--- config.mk ---
export PLATFORM = sky130hd
export DESIGN_NAME = cobs_frame_encoder
export DESIGN_NICKNAME = d
export VERILOG_FILES = /design/src/rtl/cfe_pkg.sv /design/src/rtl/cobs_frame_encoder.sv /design/src/rtl/cfe_ram.sv /design/src/rtl/cfe_ctrl.sv /design/src/rtl/cfe_dpath.sv
export SDC_FILE = /design/constraint.sdc
export NUM_CORES = 2
export LEC_CHECK = 0
export ABC_AREA = 1
export BUFFER_PORTS_ARGS = -buffer_cell sky130_fd_sc_hd__buf_2
export CAP_MARGIN = 20
export CORE_UTILIZATION = 57
export CTS_BUF_LIST = sky130_fd_sc_hd__clkbuf_16
export CTS_CLUSTER_DIAMETER = 80
export DETAILED_ROUTE_END_ITERATION = 8
export GPL_ROUTABILITY_DRIVEN = 0
export HOLD_SLACK_MARGIN = 0.03
export PLACE_DENSITY = 0.74
export SLEW_MARGIN = 40
export SYNTH_ARGS = -nofsm -noshare
export SYNTH_HDL_FRONTEND = slang
export SYNTH_SLANG_ARGS = --single-unit
export TNS_END_PERCENT = 30
--- constraint.sdc ---
create_clock -name clock -period 6 [get_ports clock]
set_clock_uncertainty 0.05 [all_clocks]
set_input_delay 0.3 -clock clock [delete_from_list [all_inputs] [get_ports clock]]
set_output_delay 0.3 -clock clock [all_outputs]
set_load 0.05 [all_outputs]
--- src/rtl/cfe_pkg.sv ---
// ----------------------------------------------------------------------------
// cfe_pkg
// shared types and constants of the cobs frame encoder
// ----------------------------------------------------------------------------
package cfe_pkg;

   localparam int WORD_BYTES = 8;
   localparam logic [7:0] CODE_EMPTY = 8'h01;

   typedef enum logic [1:0] {
      ST_IDLE,
      ST_READ,
      ST_FILL
   } cfe_state_type;

   // controller to datapath
   typedef struct packed {
      logic accept;
      logic rd;
      logic load;
   } cfe_cmd_type;

   // datapath to controller
   typedef struct packed {
      logic emit_now;
      logic last_word;
      logic out_free;
   } cfe_sts_type;

endpackage

--- src/rtl/cobs_frame_encoder.sv ---
// a byte closing no block is taken in idle and the next byte may follow; a closing
// byte moves on to read, which primes the store, and fill, which loads its words;
// input stalls until its last word is loaded; 1 to 32 words, one per cycle while the
// result side does not stall, set by the row-organized run store's one read port
// reset: synchronous, clears the sequencer, run length and result valid
// ----------------------------------------------------------------------------
// cobs_frame_encoder
// cobs encoder with 0xff block splitting, packs encoded bytes into 8-byte words
// ----------------------------------------------------------------------------
module cobs_frame_encoder
   import cfe_pkg::*;
#(
   parameter int MAX_RUN = 254
) (
   input  logic       clock,
   input  logic       reset,
   // raw byte items
   input  logic       req_valid,
   output logic       req_stall,
   input  logic [7:0] req_data_byte,
   input  logic       req_frame_end,
   // encoded word items
   output logic       rsp_valid,
   input  logic       rsp_stall,
   output logic [7:0] rsp_out_byte0,
   output logic [7:0] rsp_out_byte1,
   output logic [7:0] rsp_out_byte2,
   output logic [7:0] rsp_out_byte3,
   output logic [7:0] rsp_out_byte4,
   output logic [7:0] rsp_out_byte5,
   output logic [7:0] rsp_out_byte6,
   output logic [7:0] rsp_out_byte7,
   output logic [3:0] rsp_byte_count,
   output logic       rsp_last_of_run,
   output logic       rsp_frame_done
);

   // command and status between sequencer and datapath
   cfe_cmd_type cmd;
   cfe_sts_type sts;

   // sequencer: idle takes an item, read primes the store, fill drains words
   cfe_ctrl u_ctrl (
      .clock     (clock),
      .reset     (reset),
      .req_valid (req_valid),
      .req_stall (req_stall),
      .sts       (sts),
      .cmd       (cmd)
   );

   // datapath: nonzero bytes are gathered into 8-byte rows, full rows go to
   // the run store, the open row stays in a buffer; each word is the code
   // byte or last byte of the previous row followed by 7 bytes of this row
   cfe_dpath #(
      .MAX_RUN (MAX_RUN)
   ) u_dpath (
      .clock           (clock),
      .reset           (reset),
      .req_data_byte   (req_data_byte),
      .req_frame_end   (req_frame_end),
      .rsp_valid       (rsp_valid),
      .rsp_stall       (rsp_stall),
      .rsp_out_byte0   (rsp_out_byte0),
      .rsp_out_byte1   (rsp_out_byte1),
      .rsp_out_byte2   (rsp_out_byte2),
      .rsp_out_byte3   (rsp_out_byte3),
      .rsp_out_byte4   (rsp_out_byte4),
      .rsp_out_byte5   (rsp_out_byte5),
      .rsp_out_byte6   (rsp_out_byte6),
      .rsp_out_byte7   (rsp_out_byte7),
      .rsp_byte_count  (rsp_byte_count),
      .rsp_last_of_run (rsp_last_of_run),
      .rsp_frame_done  (rsp_frame_done),
      .cmd             (cmd),
      .sts             (sts)
   );

endmodule

--- src/rtl/cfe_ram.sv ---
// ----------------------------------------------------------------------------
// cfe_ram
// generic single write port ram with registered read
// ----------------------------------------------------------------------------
module cfe_ram #(
   parameter int WIDTH = 64,
   parameter int DEPTH = 32
) (
   input  logic                                      clock,
   input  logic                                      wr_en,
   input  logic [((DEPTH > 1) ? $clog2(DEPTH) : 1)-1:0] wr_addr,
   input  logic [WIDTH-1:0]                          wr_data,
   input  logic                                      rd_en,
   input  logic [((DEPTH > 1) ? $clog2(DEPTH) : 1)-1:0] rd_addr,
   output logic [WIDTH-1:0]                          rd_data
);

   logic [WIDTH-1:0] mem_ff [DEPTH];
   logic [WIDTH-1:0] rd_data_ff;

   always_ff @(posedge clock) begin
      if (wr_en) begin
         mem_ff[wr_addr] <= wr_data;
      end
      if (rd_en) begin
         rd_data_ff <= mem_ff[rd_addr];
      end
   end

   assign rd_data = rd_data_ff;

endmodule

--- src/rtl/cfe_ctrl.sv ---
// ----------------------------------------------------------------------------
// cfe_ctrl
// sequencer: takes an item, then drains its encoded words
// ----------------------------------------------------------------------------
module cfe_ctrl
   import cfe_pkg::*;
(
   input  logic        clock,
   input  logic        reset,
   input  logic        req_valid,
   output logic        req_stall,
   input  cfe_sts_type sts,
   output cfe_cmd_type cmd
);

   cfe_state_type state_ff;
   cfe_state_type state_in;

   always_ff @(posedge clock) begin
      if (reset) begin
         state_ff <= ST_IDLE;
      end else begin
         state_ff <= state_in;
      end
   end

   always_comb begin
      state_in  = state_ff;
      cmd       = '0;
      req_stall = 1'b1;
      unique case (state_ff)
         ST_IDLE: begin
            req_stall = 1'b0;
            if (req_valid) begin
               cmd.accept = 1'b1;
               if (sts.emit_now) begin
                  state_in = ST_READ;
               end
            end
         end
         ST_READ: begin
            // first row read of the block
            cmd.rd   = 1'b1;
            state_in = ST_FILL;
         end
         ST_FILL: begin
            if (sts.out_free) begin
               cmd.load = 1'b1;
               if (sts.last_word) begin
                  state_in = ST_IDLE;
               end
            end
         end
         default: begin
            state_in = ST_IDLE;
         end
      endcase
   end

endmodule

--- src/rtl/cfe_dpath.sv ---
// ----------------------------------------------------------------------------
// cfe_dpath
// run store, row assembly, word packing and output register
// ----------------------------------------------------------------------------
module cfe_dpath
   import cfe_pkg::*;
#(
   parameter int MAX_RUN = 254
) (
   input  logic        clock,
   input  logic        reset,
   input  logic [7:0]  req_data_byte,
   input  logic        req_frame_end,
   output logic        rsp_valid,
   input  logic        rsp_stall,
   output logic [7:0]  rsp_out_byte0,
   output logic [7:0]  rsp_out_byte1,
   output logic [7:0]  rsp_out_byte2,
   output logic [7:0]  rsp_out_byte3,
   output logic [7:0]  rsp_out_byte4,
   output logic [7:0]  rsp_out_byte5,
   output logic [7:0]  rsp_out_byte6,
   output logic [7:0]  rsp_out_byte7,
   output logic [3:0]  rsp_byte_count,
   output logic        rsp_last_of_run,
   output logic        rsp_frame_done,
   input  cfe_cmd_type cmd,
   output cfe_sts_type sts
);

   localparam int RLW   = ($clog2(MAX_RUN + 1) < 4) ? 4 : $clog2(MAX_RUN + 1);
   localparam int ROWS  = (MAX_RUN + WORD_BYTES - 1) / WORD_BYTES;
   localparam int RAW   = (ROWS > 1) ? $clog2(ROWS) : 1;
   localparam int WORDS = (MAX_RUN + 2 + WORD_BYTES - 1) / WORD_BYTES;
   localparam int WIW   = (WORDS > 1) ? $clog2(WORDS) : 1;
   localparam int CW    = (WIW + 3 > RLW) ? WIW + 3 : RLW + 1;
   localparam int RBW   = 8 * WORD_BYTES;

   // block state
   logic [RLW-1:0] run_len_ff, run_len_in;
   logic [RBW-1:0] row_buf_ff, row_buf_in;
   logic [RLW-1:0] n_ff;
   logic           extra_ff;
   logic           fin_ff;
   logic [WIW-1:0] last_idx_ff;
   logic [3:0]     last_cnt_ff;
   logic [WIW-1:0] word_idx_ff, word_idx_in;
   logic [7:0]     prev_hi_ff;

   // output register
   logic           rsp_valid_ff;
   logic [7:0]     out_ff [WORD_BYTES];
   logic [3:0]     count_ff;
   logic           last_ff;
   logic           done_ff;

   // accept path
   logic           nz;
   logic [RLW-1:0] n_new;
   logic           full;
   logic           close;
   logic           extra;
   logic [CW-1:0]  tot_m1;

   // store port
   logic           wr_en;
   logic [RAW-1:0] wr_addr;
   logic [RBW-1:0] wr_data;
   logic           rd_en;
   logic [RAW-1:0] rd_addr;
   logic [RBW-1:0] mem_rdata;

   // word build
   logic [CW-1:0]      base;
   logic [CW-1:0]      n_c;
   logic [CW-1:0]      pos;
   logic [RBW-1:0]     row_sel;
   logic [RBW+7:0]     shifted;
   logic [7:0]         code;
   logic [7:0]         lane_in [WORD_BYTES];
   logic               last_word;
   logic               out_free;

   always_comb begin
      nz     = |req_data_byte;
      n_new  = run_len_ff + RLW'(nz);
      full   = nz && (n_new == RLW'(MAX_RUN));
      close  = !nz || full || req_frame_end;
      extra  = req_frame_end && (!nz || full);
      tot_m1 = CW'(n_new) + CW'(extra);
   end

   always_comb begin
      row_buf_in = row_buf_ff;
      row_buf_in[8 * run_len_ff[2:0] +: 8] = req_data_byte;
   end

   // a row goes to the store as its eighth byte comes in
   assign wr_en   = cmd.accept && nz && (run_len_ff[2:0] == 3'd7);
   assign wr_addr = RAW'(run_len_ff >> 3);
   assign wr_data = {req_data_byte, row_buf_ff[RBW-9:0]};

   assign last_word = (word_idx_ff == last_idx_ff);
   assign out_free  = !rsp_valid_ff || !rsp_stall;

   always_comb begin
      word_idx_in = word_idx_ff;
      if (cmd.accept) begin
         word_idx_in = '0;
      end else if (cmd.load) begin
         word_idx_in = word_idx_ff + WIW'(1);
      end
   end

   // prefetch the next row while a word is loaded
   assign rd_en   = cmd.rd || (cmd.load && !last_word);
   assign rd_addr = RAW'(word_idx_in);

   cfe_ram #(
      .WIDTH (RBW),
      .DEPTH (ROWS)
   ) u_run_store (
      .clock   (clock),
      .wr_en   (wr_en),
      .wr_addr (wr_addr),
      .wr_data (wr_data),
      .rd_en   (rd_en),
      .rd_addr (rd_addr),
      .rd_data (mem_rdata)
   );

   always_comb begin
      base    = CW'({word_idx_ff, 3'b000});
      n_c     = CW'(n_ff);
      code    = 8'(n_ff) + 8'd1;
      // full rows sit in the store, the open row in the assembly buffer
      row_sel = (CW'(word_idx_ff) < CW'(n_ff >> 3)) ? mem_rdata : row_buf_ff;
      shifted = {row_sel, prev_hi_ff};
      pos     = '0;
      for (int k = 0; k < WORD_BYTES; k++) begin
         pos = base + CW'(k);
         if (pos == '0) begin
            lane_in[k] = code;
         end else if (pos <= n_c) begin
            lane_in[k] = shifted[8 * k +: 8];
         end else if (extra_ff && (pos == n_c + CW'(1))) begin
            lane_in[k] = CODE_EMPTY;
         end else begin
            lane_in[k] = 8'd0;
         end
      end
   end

   always_ff @(posedge clock) begin
      if (reset) begin
         run_len_ff   <= '0;
         rsp_valid_ff <= 1'b0;
      end else begin
         if (cmd.accept) begin
            run_len_ff <= run_len_in;
         end
         if (cmd.load) begin
            rsp_valid_ff <= 1'b1;
         end else if (!rsp_stall) begin
            rsp_valid_ff <= 1'b0;
         end
      end
   end

   assign run_len_in = close ? '0 : n_new;

   always_ff @(posedge clock) begin
      word_idx_ff <= word_idx_in;
      if (cmd.accept) begin
         if (nz) begin
            row_buf_ff <= row_buf_in;
         end
         n_ff        <= n_new;
         extra_ff    <= extra;
         fin_ff      <= req_frame_end;
         last_idx_ff <= WIW'(tot_m1 >> 3);
         last_cnt_ff <= 4'(tot_m1[2:0]) + 4'd1;
      end
      if (cmd.load) begin
         out_ff     <= lane_in;
         count_ff   <= last_word ? last_cnt_ff : 4'(WORD_BYTES);
         last_ff    <= last_word;
         done_ff    <= last_word && fin_ff;
         prev_hi_ff <= row_sel[RBW-1 -: 8];
      end
   end

   assign sts.emit_now  = close;
   assign sts.last_word = last_word;
   assign sts.out_free  = out_free;

   assign rsp_valid       = rsp_valid_ff;
   assign rsp_out_byte0   = out_ff[0];
   assign rsp_out_byte1   = out_ff[1];
   assign rsp_out_byte2   = out_ff[2];
   assign rsp_out_byte3   = out_ff[3];
   assign rsp_out_byte4   = out_ff[4];
   assign rsp_out_byte5   = out_ff[5];
   assign rsp_out_byte6   = out_ff[6];
   assign rsp_out_byte7   = out_ff[7];
   assign rsp_byte_count  = count_ff;
   assign rsp_last_of_run = last_ff;
   assign rsp_frame_done  = done_ff;

endmodule

==> summary.txt <==
Outcome
  – Status: finished with violations
  – Violated checks: DRC

Synth
  – Adder-cell area share of the yosys netlist: 0.00290
  – Xor/xnor share of the synthesized area: 0.00102
  – YS warnings: 0
  – Simple-Gate Fraction of Synth Area: 0.231
  – Largest family of logic cells by synthesized area: simple AND/OR/NAND/NOR gates
  – Mapped Nets: 7817
  – Cells after synthesis: 7782
  – Sequential share of the synthesized area: 0.723
  – Mux cell area share after synthesis: 0
  – Synth Area in Compound Gates: 0.00480
  – Avg Inst Size Synth: approximately 12 um^2
  – Distinct cells, synth: 34
  – Netlist Area Pre-Place: 0.0948 mm^2
  – Number of synthesized register bits: 2289

Clock tree
  – Root buffer cell: clkbuf_16
  – Clk slew on worst S/H paths: 0.06 ns
  – Setup Fix Bufs, Post-CTS: 0
  – CTS Sinks: ~2.3k
  – CTS tree: done
  – Num CTS Buffers: between 200 and 250
  – H-Tree Depth: 4
  – Worst-Skew Late Latency: 0.86 ns
  – CTS max path bufs: 3

Critical path
  – CP startpoint kind: register
  – Family with the most delay on the worst path: simple AND/OR/NAND/NOR gates
  – CP endpoint: u_dpath.u_run_store.mem_ff[2][17]
  – Critical path cell sequence: nor2_1 > nand2_8 > inv_2 > nand2_1 > nor3_2 > nand3_1 > nor2_4 > buf_4
  – Crit-path max FO: 39
  – Reg2reg setup slack: 1.27 ns
  – Worst path depth: 8
  – CP Class: reg -> reg
  – RR Endpoint: u_dpath.u_run_store.mem_ff[2][17]
  – FF-to-FF path depth: 8
  – Critical Path AT: 5.17 ns
  – CP startpoint: u_ctrl.state_ff[0]
  – CP Buf/Inv Count: 2
  – CP Data Required Time: 6.44 ns
  – R2R Path Start: u_ctrl.state_ff[0]
  – CP Capture Type: register
  – Max stage delay on crit path: 0.71 ns
  – Critical path's slowest cell: nor2_4

Power and ir drop
  – Switching pwr: around 8000 uW
  – Int Pwr: around 25000 uW
  – PnR Total Power: 33200 uW
  – Static Leak: 0.0367 uW
  – Gate power share: 0.080
  – Sw frac: 0.238
  – PwrDens: 317 mW/mm^2
  – Clk network pwr share: 0.390
  – Sequential share of power: 0.529
  – Max VDD drop: 0.000309 V

Timing
  – Fin Hold WS: 0.183 ns
  – Worst slew pin tran: 0.913 ns
  – Worst slew margin relative to its limit: 0.391
  – Fmax: approximately 0.21 GHz
  – Final Hold Vio Count: 0
  – Final setup fails: 0
  – Final Max Slew Viols: 0
  – Period minus WS final: 4.73 ns
  – RSZ-0062 raised after global routing: false
  – Setup_tns: 0 ns
  – Crit share post-route: 0.788
  – Final worst slack: 1.27 ns

Routing
  – Detailed Route WL: 284 mm
  – Iter 0 DRT Violations: between 10k and 15k
  – ANT nets after route: 0
  – DR DRC count: 4
  – Via/cell ratio: 6.81
  – Router iterations before antenna repair: 9
  – Routed len/inst: 28.4 um
  – Via count: around 68k

Floorplan
  – Die W: 410 um
  – Rows: 149
  – Floorplan core area: around 0.16 mm^2
  – Die height: 410 um
  – Die area: 0.168 mm^2
  – Ports: 85
  – Starting Density: 0.575

GRT
  – Grt ovf: 0
  – Number of global-route vias before repair: 65.9k
  – Initial antenna violation count: 4
  – Pin count of the biggest net entering global routing: 185
  – First-pass GRT wire length: 420 mm
  – GRT Total Usage: 0.333

Placed design
  – Pre-CTS WS: approximately 1.5 ns
  – I/O Buffers: 84
  – Post-DP HPWL: between 100 and 150 mm

Hold path
  – WHS Path Cells: 2
  – Hold crit path type: in -> reg

Finish
  – Final core area utilization: 0.635
  – Layout area overhead: 10.5%
  – Share of layout cells above drive strength 1: 0.0852
  – Commonest non-fill, non-tap cells in the layout: edfxtp_1, nand3_1, nand2_1
  – Nets: 7687
  – Leading cell type in the layout, fill and taps excluded: edfxtp_1

Flow run
  – Maxcap violations: 0
state kept, by name (all words and copies together), names as in the netlist, 2 cells and up:
signal / cells
u_ctrl.state_ff: 2
u_dpath.last_cnt_ff: 4
u_dpath.last_idx_ff: 5
u_dpath.n_ff: 8
u_dpath.prev_hi_ff: 8
u_dpath.row_buf_ff: 64
u_dpath.rsp_byte_count: 4
u_dpath.rsp_out_byte0: 8
u_dpath.rsp_out_byte1: 8
u_dpath.rsp_out_byte2: 8
u_dpath.rsp_out_byte3: 8
u_dpath.rsp_out_byte4: 8
u_dpath.rsp_out_byte5: 8
u_dpath.rsp_out_byte6: 8
u_dpath.rsp_out_byte7: 8
u_dpath.run_len_ff: 8
u_dpath.u_run_store.mem_ff: 2048
u_dpath.u_run_store.rd_data: 64
u_dpath.word_idx_ff: 5
how the worst min path moves through the flow:
| stage | start | end | slack, ns |
|---|---|---|---|
| after floorplan | req_frame_end | u_dpath.fin_ff | 0.35 |
| after CTS | req_data_byte[5] | u_dpath.u_run_store.mem_ff[24][61] | 0.15 |
| after global placement | u_dpath.last_cnt_ff[3] | u_dpath.rsp_byte_count[3] | 0.45 |
| after global routing | req_data_byte[5] | u_dpath.u_run_store.mem_ff[24][61] | 0.19 |
| after detailed placement | u_dpath.row_buf_ff[58] | u_dpath.prev_hi_ff[2] | 0.45 |
| final | req_data_byte[5] | u_dpath.u_run_store.mem_ff[24][61] | 0.18 |
routing by layer:
metal,global-route usage,wire [um],up-vias
met3,0.0703,37600,875
met5,0,23,-
met2,0.508,130000,5533
li1,-,-,28800
met4,0.183,16300,4
met1,0.451,100000,33000
power by group through the flow:
stage,Combinational [uW],Clock [uW],Sequential [uW]
5_1_grt,2840,13600,17600
6_report,2670,13000,17600
3_3_place_gp,2480,0,18000
2_1_floorplan,1640,0,18000
4_1_cts,2590,13000,17600
3_5_place_dp,2570,0,17900
layout make-up:
cell class,instances,area [um^2]
sequential,2289,68600
fill,11700,60200
multi-input combinational,4667,23100
clock buffer,219,5480
timing repair buffer,316,3050
tap,2189,2740
clock inverter,172,1140
inverter,164,637
antenna,1,2.50
cells in the mapped netlist:
cell         n  area (um^2)
buf_2      281         1410
o21bai_1     2         15.0
o211ai_1     2         15.0
nor3_1      20          100
nor2_1     180          676
inv_2        8         30.0
nand2_2      2         12.5
nand3_2      2         20.0
clkbuf_1   316         1190
dfxtp_1     16          320
and3_1       1         6.26
clkinv_1     1         3.75
nor3b_1      1         7.51
nor3_2       2         20.0
buf_6        4         45.0
a21oi_1     48          240
nand2_1   1438         5400
inv_1      155          582
nor2_2       2         12.5
o21ai_0     28          140
nor2_4       1         11.3
buf_1       58          218
nand3_1   1972         9870
o22ai_1      3         18.8
o21ai_1      4         20.0
buf_4        3         22.5
a31oi_1      1         6.26
nor4_1       4         25.0
xor2_1      11         96.3
edfxtp_1  2273        68300
nand4_1    912         5710
or2_2        8         50.1
nor4_2       1         12.5
ha_1        22          275
repair_timing:
item                                   CTS  global route
gates resized for setup                  0             0
endpoints found under the hold margin  267             0
hold buffers                            11             0
through the flow:
| step | instance area [um^2] | cells |
|---|---|---|
| 2_1_floorplan | 94800 | 7782 |
| 3_3_place_gp | 97300 | 9575 |
| 3_5_place_dp | 97800 | 9607 |
| 4_1_cts | 105000 | 10000 |
| 5_1_grt | 105000 | 10000 |
| 6_report | 105000 | 10000 |
cells by family after synthesis:
family / after synthesis
adder cells (fa/ha/maj): 22
buffers and inverters: 826
AO/OA/AOI/OAI: 88
AND/OR/NAND/NOR: 4546
XOR/XNOR: 11
flip-flops: 2289
Note: power is estimated with default switching activity, not from simulation.
